$ cat src/rtl/itar_pkg.sv
// Shared types, constants and helper functions for the integer-to-ASCII radix converter.
// Used by every module in the rtl folder; has no dependencies of its own.
`default_nettype none

package itar_pkg;

  // Number of low bits of the input value that take part in the conversion.
  localparam int unsigned VALUE_BITS = 64;

  // Digit counts of the widest magnitude in each radix.
  localparam int unsigned OCT_DIGITS = (VALUE_BITS + 2) / 3;
  localparam int unsigned HEX_DIGITS = (VALUE_BITS + 3) / 4;
  localparam int unsigned DEC_DIGITS = (VALUE_BITS * 30103) / 100000 + 1;

  // Octal always needs the most digits, so it sizes the digit buffer.
  localparam int unsigned BUF_DIGITS = OCT_DIGITS;
  localparam int unsigned PTR_W      = $clog2(BUF_DIGITS);
  localparam int unsigned OCT_BITS   = OCT_DIGITS * 3;
  localparam int unsigned BUF_BITS   = BUF_DIGITS * 4;

  // Binary-to-BCD conversion consumes one nibble per cycle.
  localparam int unsigned DAB_BITS  = HEX_DIGITS * 4;
  localparam int unsigned DAB_STEPS = HEX_DIGITS;
  localparam int unsigned STEP_W    = $clog2(DAB_STEPS);

  localparam logic [PTR_W-1:0]  PTR_OCT_TOP = PTR_W'(OCT_DIGITS - 1);
  localparam logic [PTR_W-1:0]  PTR_DEC_TOP = PTR_W'(DEC_DIGITS - 1);
  localparam logic [PTR_W-1:0]  PTR_HEX_TOP = PTR_W'(HEX_DIGITS - 1);
  localparam logic [STEP_W-1:0] STEP_TOP    = STEP_W'(DAB_STEPS - 1);

  localparam logic [VALUE_BITS-1:0] VALUE_ONE = VALUE_BITS'(1);

  // Job queue between the front and back parts.
  localparam int unsigned JOB_DEPTH = 2;
  localparam int unsigned JQ_PTR_W  = $clog2(JOB_DEPTH);
  localparam int unsigned JQ_CNT_W  = $clog2(JOB_DEPTH + 1);
  localparam logic [JQ_PTR_W-1:0] JQ_LAST = JQ_PTR_W'(JOB_DEPTH - 1);
  localparam logic [JQ_CNT_W-1:0] JQ_FULL = JQ_CNT_W'(JOB_DEPTH);

  // ASCII characters.
  localparam logic [7:0] CH_ZERO  = 8'h30;
  localparam logic [7:0] CH_LOW_A = 8'h61;
  localparam logic [7:0] CH_UP_A  = 8'h41;
  localparam logic [7:0] CH_O     = 8'h6F;
  localparam logic [7:0] CH_X     = 8'h78;
  localparam logic [7:0] CH_PLUS  = 8'h2B;
  localparam logic [7:0] CH_MINUS = 8'h2D;

  // Base selector codes on the input.
  localparam logic [1:0] SEL_OCT = 2'd0;
  localparam logic [1:0] SEL_DEC = 2'd1;

  typedef enum logic [1:0] {
    RADIX_OCT,
    RADIX_DEC,
    RADIX_HEX
  } radix_e;

  typedef enum logic [1:0] {
    SIGN_NONE,
    SIGN_MINUS,
    SIGN_PLUS
  } sign_e;

  typedef enum logic [2:0] {
    BK_IDLE,
    BK_CONV,
    BK_SIGN,
    BK_PRE0,
    BK_PRE1,
    BK_DIGIT
  } back_state_e;

  typedef struct packed {
    logic [63:0] value;
    logic        signed_mode;
    logic [1:0]  base_sel;
    logic        upper_digits;
    logic        with_prefix;
    logic        plus_sign;
  } item_t;

  typedef struct packed {
    logic [7:0] char_out;
    logic       last_char;
  } result_t;

  // One classified number waiting for rendering.
  typedef struct packed {
    logic [VALUE_BITS-1:0] mag;
    radix_e                radix;
    logic                  upper;
    logic                  prefix;
    sign_e                 sign;
  } job_t;

  // Maps one digit value to its ASCII character.
  function automatic logic [7:0] digit_char(input logic [3:0] d, input logic upper);
    logic [7:0] r;
    if (d < 4'd10) begin
      r = CH_ZERO + {4'b0000, d};
    end else begin
      r = (upper ? CH_UP_A : CH_LOW_A) + {4'b0000, d} - 8'd10;
    end
    return r;
  endfunction

endpackage

`default_nettype wire

$ cat src/rtl/itar_front.sv
// Front part of the converter: accepts input items and classifies them into jobs.
// Depends on itar_pkg for the item and job types.
`default_nettype none

module itar_front (
  input  wire               push_i,
  input  itar_pkg::item_t   item_i,
  output logic              full_o,
  input  wire               fifo_full_i,
  output logic              fifo_push_o,
  output itar_pkg::job_t    job_o
);

  logic [itar_pkg::VALUE_BITS-1:0] raw;
  logic                            negative;

  // Keep only the active value bits and take the magnitude, then resolve
  // radix, prefix and sign character; an unused selector means hex.
  always_comb begin
    raw      = item_i.value[itar_pkg::VALUE_BITS-1:0];
    negative = item_i.signed_mode & raw[itar_pkg::VALUE_BITS-1];
    job_o.mag = negative ? (~raw + itar_pkg::VALUE_ONE) : raw;
    case (item_i.base_sel)
      itar_pkg::SEL_OCT: job_o.radix = itar_pkg::RADIX_OCT;
      itar_pkg::SEL_DEC: job_o.radix = itar_pkg::RADIX_DEC;
      default:           job_o.radix = itar_pkg::RADIX_HEX;
    endcase
    job_o.upper  = item_i.upper_digits;
    job_o.prefix = item_i.with_prefix && (job_o.radix != itar_pkg::RADIX_DEC);
    if (negative) begin
      job_o.sign = itar_pkg::SIGN_MINUS;
    end else if (item_i.plus_sign) begin
      job_o.sign = itar_pkg::SIGN_PLUS;
    end else begin
      job_o.sign = itar_pkg::SIGN_NONE;
    end
  end

  // A transfer goes straight into the job queue.
  assign full_o      = fifo_full_i;
  assign fifo_push_o = push_i && !fifo_full_i;

endmodule

`default_nettype wire

$ cat src/rtl/itar_fifo.sv
// Short job queue that decouples the front and back parts of the converter.
// Depends on itar_pkg for the job type and queue depth.
`default_nettype none

module itar_fifo (
  input  wire                 clk_i,
  input  wire                 rst_ni,
  input  wire                 push_i,
  input  itar_pkg::job_t      wdata_i,
  input  wire                 pop_i,
  output itar_pkg::job_t      rdata_o,
  output logic                full_o,
  output logic                empty_o
);

  itar_pkg::job_t                 mem_q [itar_pkg::JOB_DEPTH];
  logic [itar_pkg::JQ_PTR_W-1:0]  wr_ptr_q, wr_ptr_d;
  logic [itar_pkg::JQ_PTR_W-1:0]  rd_ptr_q, rd_ptr_d;
  logic [itar_pkg::JQ_CNT_W-1:0]  count_q, count_d;

  assign full_o  = (count_q == itar_pkg::JQ_FULL);
  assign empty_o = (count_q == '0);
  assign rdata_o = mem_q[rd_ptr_q];

  // Pointer and fill count updates.
  always_comb begin
    wr_ptr_d = wr_ptr_q;
    rd_ptr_d = rd_ptr_q;
    count_d  = count_q;
    if (push_i) begin
      wr_ptr_d = (wr_ptr_q == itar_pkg::JQ_LAST) ? '0 : wr_ptr_q + 1'b1;
    end
    if (pop_i) begin
      rd_ptr_d = (rd_ptr_q == itar_pkg::JQ_LAST) ? '0 : rd_ptr_q + 1'b1;
    end
    if (push_i && !pop_i) begin
      count_d = count_q + 1'b1;
    end else if (!push_i && pop_i) begin
      count_d = count_q - 1'b1;
    end
  end

  always_ff @(posedge clk_i or negedge rst_ni) begin
    if (!rst_ni) begin
      wr_ptr_q <= '0;
      rd_ptr_q <= '0;
      count_q  <= '0;
    end else begin
      wr_ptr_q <= wr_ptr_d;
      rd_ptr_q <= rd_ptr_d;
      count_q  <= count_d;
    end
  end

  // Entry storage needs no reset.
  always_ff @(posedge clk_i) begin
    if (push_i) begin
      mem_q[wr_ptr_q] <= wdata_i;
    end
  end

endmodule

`default_nettype wire

$ cat src/rtl/itar_back.sv
// Back part of the converter: turns one job into digits and emits characters in order.
// Depends on itar_pkg for types, digit counts and the digit_char function.
`default_nettype none

module itar_back (
  input  wire                 clk_i,
  input  wire                 rst_ni,
  input  itar_pkg::job_t      job_i,
  input  wire                 job_empty_i,
  output logic                job_pop_o,
  input  wire                 pop_i,
  output logic                res_valid_o,
  output itar_pkg::result_t   result_o
);

  itar_pkg::back_state_e                      state_q, state_d;
  itar_pkg::job_t                             job_q, job_d;
  logic [itar_pkg::BUF_DIGITS-1:0][3:0]       dig_q, dig_d;
  logic [itar_pkg::DAB_BITS-1:0]              sh_q, sh_d;
  logic [itar_pkg::STEP_W-1:0]                step_q, step_d;
  logic [itar_pkg::PTR_W-1:0]                 ptr_q, ptr_d;
  logic                                       lead_q, lead_d;
  itar_pkg::result_t                          out_q, out_d;
  logic                                       out_valid_q, out_valid_d;

  logic                                       out_free;
  logic [3:0]                                 cur_digit;
  logic                                       skip;
  logic                                       emit;
  itar_pkg::result_t                          emit_res;
  logic [itar_pkg::OCT_BITS-1:0]              oct_src;
  logic [itar_pkg::DAB_BITS-1:0]              hex_src;
  logic [itar_pkg::BUF_DIGITS-1:0][3:0]       spread;
  logic [itar_pkg::BUF_BITS-1:0]              bcd;
  logic [3:0]                                 nib;

  assign out_free  = !out_valid_q || pop_i;
  assign cur_digit = dig_q[ptr_q];
  assign skip      = lead_q && (cur_digit == 4'd0) && (ptr_q != '0);

  // Next state.
  always_comb begin
    state_d = state_q;
    case (state_q)
      itar_pkg::BK_IDLE: begin
        if (!job_empty_i) begin
          state_d = (job_i.radix == itar_pkg::RADIX_DEC) ? itar_pkg::BK_CONV
                                                         : itar_pkg::BK_SIGN;
        end
      end
      itar_pkg::BK_CONV: begin
        if (step_q == '0) begin
          state_d = itar_pkg::BK_SIGN;
        end
      end
      itar_pkg::BK_SIGN: begin
        if ((job_q.sign == itar_pkg::SIGN_NONE) || out_free) begin
          state_d = job_q.prefix ? itar_pkg::BK_PRE0 : itar_pkg::BK_DIGIT;
        end
      end
      itar_pkg::BK_PRE0: begin
        if (out_free) begin
          state_d = itar_pkg::BK_PRE1;
        end
      end
      itar_pkg::BK_PRE1: begin
        if (out_free) begin
          state_d = itar_pkg::BK_DIGIT;
        end
      end
      itar_pkg::BK_DIGIT: begin
        if (!skip && out_free && (ptr_q == '0)) begin
          state_d = itar_pkg::BK_IDLE;
        end
      end
      default: state_d = itar_pkg::BK_IDLE;
    endcase
  end

  // Outputs of the sequencer: queue pop and the character to emit.
  always_comb begin
    job_pop_o          = 1'b0;
    emit               = 1'b0;
    emit_res.char_out  = itar_pkg::CH_ZERO;
    emit_res.last_char = 1'b0;
    case (state_q)
      itar_pkg::BK_IDLE: begin
        job_pop_o = !job_empty_i;
      end
      itar_pkg::BK_SIGN: begin
        emit              = (job_q.sign != itar_pkg::SIGN_NONE) && out_free;
        emit_res.char_out = (job_q.sign == itar_pkg::SIGN_MINUS) ? itar_pkg::CH_MINUS
                                                                 : itar_pkg::CH_PLUS;
      end
      itar_pkg::BK_PRE0: begin
        emit              = out_free;
        emit_res.char_out = itar_pkg::CH_ZERO;
      end
      itar_pkg::BK_PRE1: begin
        emit              = out_free;
        emit_res.char_out = (job_q.radix == itar_pkg::RADIX_OCT) ? itar_pkg::CH_O
                                                                 : itar_pkg::CH_X;
      end
      itar_pkg::BK_DIGIT: begin
        emit               = !skip && out_free;
        emit_res.char_out  = itar_pkg::digit_char(cur_digit, job_q.upper);
        emit_res.last_char = (ptr_q == '0);
      end
      default: begin
        emit = 1'b0;
      end
    endcase
  end

  // Digit slots taken directly from the magnitude in octal and hex.
  always_comb begin
    oct_src = '0;
    oct_src[itar_pkg::VALUE_BITS-1:0] = job_i.mag;
    hex_src = '0;
    hex_src[itar_pkg::VALUE_BITS-1:0] = job_i.mag;
    for (int k = 0; k < itar_pkg::BUF_DIGITS; k++) begin
      if (job_i.radix == itar_pkg::RADIX_OCT) begin
        spread[k] = {1'b0, oct_src[3*k +: 3]};
      end else if (k < itar_pkg::HEX_DIGITS) begin
        spread[k] = hex_src[4*k +: 4];
      end else begin
        spread[k] = 4'd0;
      end
    end
  end

  // One nibble of shift-and-add-3 binary-to-BCD conversion per cycle.
  always_comb begin
    bcd = dig_q;
    nib = sh_q[itar_pkg::DAB_BITS-1 -: 4];
    for (int j = 3; j >= 0; j--) begin
      for (int k = 0; k < itar_pkg::BUF_DIGITS; k++) begin
        if (bcd[4*k +: 4] >= 4'd5) begin
          bcd[4*k +: 4] = bcd[4*k +: 4] + 4'd3;
        end
      end
      bcd = {bcd[itar_pkg::BUF_BITS-2:0], nib[j]};
    end
  end

  // Datapath register updates.
  always_comb begin
    job_d       = job_q;
    dig_d       = dig_q;
    sh_d        = sh_q;
    step_d      = step_q;
    ptr_d       = ptr_q;
    lead_d      = lead_q;
    out_d       = out_q;
    out_valid_d = out_valid_q;
    case (state_q)
      itar_pkg::BK_IDLE: begin
        if (!job_empty_i) begin
          job_d  = job_i;
          sh_d   = hex_src;
          step_d = itar_pkg::STEP_TOP;
          lead_d = 1'b1;
          case (job_i.radix)
            itar_pkg::RADIX_OCT: begin
              dig_d = spread;
              ptr_d = itar_pkg::PTR_OCT_TOP;
            end
            itar_pkg::RADIX_DEC: begin
              dig_d = '0;
              ptr_d = itar_pkg::PTR_DEC_TOP;
            end
            default: begin
              dig_d = spread;
              ptr_d = itar_pkg::PTR_HEX_TOP;
            end
          endcase
        end
      end
      itar_pkg::BK_CONV: begin
        dig_d  = bcd;
        sh_d   = sh_q << 4;
        step_d = step_q - 1'b1;
      end
      itar_pkg::BK_DIGIT: begin
        if (skip) begin
          ptr_d = ptr_q - 1'b1;
        end else if (out_free) begin
          lead_d = 1'b0;
          if (ptr_q != '0) begin
            ptr_d = ptr_q - 1'b1;
          end
        end
      end
      default: begin
        ptr_d = ptr_q;
      end
    endcase
    // Result register: load on emit, drain on a transfer.
    if (emit) begin
      out_d       = emit_res;
      out_valid_d = 1'b1;
    end else if (pop_i) begin
      out_valid_d = 1'b0;
    end
  end

  always_ff @(posedge clk_i or negedge rst_ni) begin
    if (!rst_ni) begin
      state_q     <= itar_pkg::BK_IDLE;
      out_valid_q <= 1'b0;
    end else begin
      state_q     <= state_d;
      out_valid_q <= out_valid_d;
    end
  end

  always_ff @(posedge clk_i) begin
    job_q  <= job_d;
    dig_q  <= dig_d;
    sh_q   <= sh_d;
    step_q <= step_d;
    ptr_q  <= ptr_d;
    lead_q <= lead_d;
    out_q  <= out_d;
  end

  assign res_valid_o = out_valid_q;
  assign result_o    = out_q;

endmodule

`default_nettype wire

$ cat src/rtl/integer_to_ascii_radix.sv
// Top level of the integer-to-ASCII radix converter.
// Instantiates itar_front, itar_fifo and itar_back; depends on itar_pkg.
`default_nettype none

// Renders one 64-bit number per input transfer as ASCII text, one character
// per result transfer, most significant first: an optional '-' or '+', an
// optional "0o" or "0x" prefix, then the digits, with last_char set on the
// final digit. While the job queue is not full, the front part takes one item
// per cycle into that two-entry queue, so up to two numbers can be queued
// while one is being rendered. The back sequencer handles one number at a
// time: it loads the job, runs the nibble-wide binary-to-BCD conversion in
// decimal, passes the sign slot, then steps through the prefix characters,
// the emitted digits and the leading zeros that are skipped (the digit
// pointer always starts at the widest digit count of the radix: 22 octal,
// 20 decimal, 16 hex).
module integer_to_ascii_radix (
  input  wire                 clk_i,
  input  wire                 rst_ni,
  input  wire                 push,
  input  itar_pkg::item_t     item_i,
  output logic                full,
  output logic                empty,
  input  wire                 pop,
  output itar_pkg::result_t   result_o
);

  itar_pkg::job_t push_job;
  itar_pkg::job_t pop_job;
  logic           fifo_push;
  logic           fifo_pop;
  logic           fifo_full;
  logic           fifo_empty;
  logic           res_valid;

  itar_front u_front (
    .push_i      (push),
    .item_i      (item_i),
    .full_o      (full),
    .fifo_full_i (fifo_full),
    .fifo_push_o (fifo_push),
    .job_o       (push_job)
  );

  itar_fifo u_fifo (
    .clk_i   (clk_i),
    .rst_ni  (rst_ni),
    .push_i  (fifo_push),
    .wdata_i (push_job),
    .pop_i   (fifo_pop),
    .rdata_o (pop_job),
    .full_o  (fifo_full),
    .empty_o (fifo_empty)
  );

  itar_back u_back (
    .clk_i       (clk_i),
    .rst_ni      (rst_ni),
    .job_i       (pop_job),
    .job_empty_i (fifo_empty),
    .job_pop_o   (fifo_pop),
    .pop_i       (pop && res_valid),
    .res_valid_o (res_valid),
    .result_o    (result_o)
  );

  assign empty = !res_valid;

  // The back part never takes a job from an empty queue.
  a_no_pop_empty: assert property (@(posedge clk_i) disable iff (!rst_ni)
    fifo_pop |-> !fifo_empty)
    else $error("job queue popped while empty");

  // The front part never writes into a full queue.
  a_no_push_full: assert property (@(posedge clk_i) disable iff (!rst_ni)
    fifo_push |-> !fifo_full)
    else $error("job queue pushed while full");

  // Loading a job takes the back part out of idle, so pops never come back to back.
  a_pop_after_last: assert property (@(posedge clk_i) disable iff (!rst_ni)
    (fifo_pop && $past(fifo_pop)) |-> 1'b0)
    else $error("two jobs popped on consecutive cycles");

endmodule

`default_nettype wire

$ cat config.mk
export PLATFORM = sky130hd
export DESIGN_NAME = integer_to_ascii_radix
export DESIGN_NICKNAME = d
export VERILOG_FILES = /design/src/rtl/itar_pkg.sv /design/src/rtl/itar_front.sv /design/src/rtl/itar_fifo.sv /design/src/rtl/itar_back.sv /design/src/rtl/integer_to_ascii_radix.sv
export SDC_FILE = /design/constraint.sdc
export NUM_CORES = 1
export LEC_CHECK = 0
export BUFFER_PORTS_ARGS = -buffer_cell sky130_fd_sc_hd__clkbuf_2
export CAP_MARGIN = 20
export CORE_ASPECT_RATIO = 1.75
export CORE_MARGIN = 1.5
export CORE_UTILIZATION = 29
export CTS_CLUSTER_SIZE = 14
export DETAILED_ROUTE_END_ITERATION = 8
export GPL_TIMING_DRIVEN = 0
export PLACE_DENSITY = 0.46
export SLEW_MARGIN = 20
export SYNTH_ARGS = -nofsm -noshare
export SYNTH_HDL_FRONTEND = slang
export SYNTH_SLANG_ARGS = --single-unit
$ cat constraint.sdc
create_clock -name clk_i -period 7.2 [get_ports clk_i]
set_clock_uncertainty 0.15 [all_clocks]
set_input_delay 0.72 -clock clk_i [delete_from_list [all_inputs] [get_ports clk_i]]
set_output_delay 0.72 -clock clk_i [all_outputs]
set_load 0.02 [all_outputs]
==> impl_metrics.json <==
{
  "overflow": 0,
  "path_class": "register to register",
  "io_buffer_count": 83,
  "syn_nets": 2667,
  "setup_slack_ns": 2.22,
  "final.min_clock_period_ns": 4.98,
  "gp_congestion": 0.915,
  "dpl-instance-area_um2": 25500,
  "ys.flop_type": "edfxtp_1",
  "clk_pin_slew_worst_paths_ns": 0.07,
  "post_cts_buffers": 0,
  "synth_mux_area_share_pct": 8.24,
  "grt_pass1_wl_um": 117000,
  "reg2reg_from": "u_back.ptr_q[1]$_DFFE_PP_",
  "synthToLayoutAreaGrowth_pct": 12.5,
  "setup.worst_path.start": "u_back.ptr_q[1]$_DFFE_PP_",
  "yosys.area_share.adder_pct": 5.14,
  "root_buffer": "clkbuf_16",
  "status": "finished clean",
  "drive_gt1_share_pct": 10.1,
  "cts_buffer_depth": 3,
  "yosysMostFrequentCell": "edfxtp_1",
  "fin_nets": 2793,
  "synth-simple-area-share_pct": 14.3,
  "rrSetupSlack_ns": 2.22,
  "reg2reg_to": "u_back.ptr_q[2]$_DFFE_PP_",
  "viasPerCell": 5.41,
  "path_max_fanout": 10,
  "fillCellCount": 8304,
  "r2r_cells": 12,
  "first_pass_iters": 6,
  "cp_slowest_cell": "clkbuf_1",
  "holdCritPathClass": "input pin to register",
  "synth_common_cells": "edfxtp_1 (316), nor2_1 (278), a21oi_1 (237), o21ai_0 (200), nand2_1 (149)",
  "path_cells": "clkbuf_1 > clkbuf_1 > mux4_2 > mux2i_1 > nor2_1 > a21oi_1 > o22a_1 > ha_1 > nand2_1 > nor3_1 > nor2_1 > o31ai_2",
  "synth_top_family_by_area": "compound AO/OA/AOI/OAI gates",
  "clock_sinks": 324,
  "synth-xor-area-share_pct": 5.85,
  "start_kind": "register",
  "synth_warnings": 0,
  "num_vias": 20000,
  "cp_data_required_time_ns": 7.23,
  "cp-end-kind": "register",
  "cts_tree": "yes",
  "arrival_ns": 5.01,
  "synth-edff-count": 316,
  "cts_max_level": 2,
  "synth_cells": 2496,
  "synth_cell_types": 80,
  "coreArea_um2": 80800,
  "initial_core_util_pct": 29.2,
  "die_y_um": 381,
  "syn_avg_cell_area_um2": 9.47,
  "synthArstFlopShare_pct": 2.47,
  "synth_top_area_share_pct": 40.2,
  "synth-compound-area-share_pct": 21.8,
  "ant_nets": 0,
  "synth_top_cell_by_area": "edfxtp_1",
  "yosys_register_bits": 324,
  "insertion_delay_ns": 0.56,
  "die_w_um": 219,
  "setup_violations": 0,
  "hold_viol_final": 0,
  "min-delay-start": "item_i[2]",
  "cts_buffers": 34,
  "post_cts_resized": 0,
  "rows": 138,
  "grt_util_all_layers_pct": 18.5,
  "routed_wl_um": 78700,
  "ys_seq_area_share_pct": 41.0,
  "whs_ns": 0.204,
  "post-dp-hpwl_um": 62800,
  "insertedDiodeCount": 0,
  "postCtsHoldBufs": 1,
  "rsz0062_at_grt": "false",
  "finalMaxSlewViolations": 0,
  "max_stage_delay_ns": 0.76,
  "pre_cts_ws_ns": 2.12,
  "grt_max_degree": 54,
  "max_cap_violations": 0,
  "fp.dieArea_um2": 83300,
  "grt_pass1_vias": 19800,
  "fin_crit_sh_pct": 69.2,
  "final_cell_area_um2": 26600,
  "max_freq_mhz": 201,
  "crit_end": "u_back.ptr_q[2]$_DFFE_PP_",
  "tightest_slew_ns": 1.07,
  "synthTopCellsByArea": "edfxtp_1 (40%), ha_1 (5.1%), a21oi_1 (5.0%)",
  "drc_errors": 0,
  "synth_area_um2": 23600,
  "dr.first_iter.drc_count": 1375,
  "boundaryPins": 85,
  "slew_headroom_pct": 26.7,
  "wl_per_cell_um": 21.3,
  "antenna_found_initial": 0
}
[stage by stage]
| step | util [%] | cells | setup TNS, ns |
|---|---|---|---|
| after CTS | 32.9 | 3692 | 0 |
| after global routing | 32.9 | 3692 | 0 |
| after global placement | 31.4 | 3629 | -289.26 |
| after floorplan | - | 2496 | 0 |
| final | 32.9 | 3692 | 0 |
| after detailed placement | 31.6 | 3635 | 0 |
[state kept, by name, indices dropped and copies added (netlist names)]
name / flops
u_back.job_q: 6
u_fifo.count_q: 2
u_fifo.wr_ptr_q: 1
u_back.state_q: 3
u_back.ptr_q: 5
u_back.res_valid_o: 1
u_back.step_q: 4
u_fifo.mem_q: 140
u_back.sh_q: 64
u_back.dig_q: 88
u_back.lead_q: 1
u_fifo.rd_ptr_q: 1
u_back.result_o: 8
[logic make-up (layout without fill, tap and decap cells)]
group | Yosys count | in the layout
compound gates | 821 | 821
xor+xnor | 156 | 156
fa+ha+maj | 97 | 97
buf+inv | 230 | 376
flops | 324 | 324
mux | 163 | 163
other cells | 1 | 1
simple gates | 704 | 704
[worst max-delay path, delay by kind of cell, from the launching register on]
family,cells,cell delay [ns]
compound gates,3,1.10
fa+ha+maj,1,0.21
mux,2,0.85
simple gates,4,0.68
buf+inv,2,1.30
flops,1,0.32
[how the worst min path moves through the flow]
stage / to / cells after the start
after floorplan: u_back.res_valid_o$_DFFE_PN0P_ / 0
after global placement: u_fifo.wr_ptr_q$_DFFE_PN0P_ / 1
after detailed placement: u_fifo.count_q[1]$_DFFE_PN0P_ / 1
after CTS: u_fifo.mem_q[1][3]$_DFFE_PP_ / 1
after global routing: u_fifo.mem_q[1][3]$_DFFE_PP_ / 1
final: u_fifo.mem_q[1][3]$_DFFE_PP_ / 1
[layout by cell type, fill, tap and decap left out, types with 32 or more instances in the layout]
| cell | count |
|---|---|
| mux2_2 | 51 |
| xnor2_1 | 102 |
| nand2_1 | 148 |
| nor3_1 | 40 |
| a31oi_1 | 42 |
| a21oi_1 | 237 |
| xor2_1 | 52 |
| nand2b_1 | 43 |
| o22ai_1 | 41 |
| clkbuf_1 | 70 |
| edfxtp_1 | 316 |
| ha_1 | 97 |
| clkbuf_2 | 83 |
| inv_1 | 141 |
| o211ai_1 | 32 |
| clkbuf_16 | 35 |
| mux2i_1 | 92 |
| nor2_1 | 277 |
| nor2b_1 | 34 |
| o21ai_0 | 200 |
[layout make-up]
cell class,count,area (um^2),share of cell area [%]
Multi-Input combinational cell,1942,13100,49.2
Inverter,145,544,2.05
Buffer,85,333,1.25
Tap cell,1050,1310,4.94
Timing Repair Buffer,90,568,2.14
Sequential cell,324,9690,36.5
Clock inverter,17,153,0.574
Clock buffer,39,891,3.35
[per-layer routing]
| metal | up-vias | GRT usage, % | wire length [um] |
|---|---|---|---|
| met3 | 217 | 1.54 | 2660 |
| met5 | - | 0 | 0 |
| met4 | 0 | 12.4 | 5830 |
| met2 | 582 | 36.2 | 42900 |
| li1 | 9556 | - | - |
| met1 | 9628 | 18.1 | 27300 |
Power is left out: the tool's default activity adds up to more than one toggle a clock period on the data nets, which glitch-free logic cannot reach.
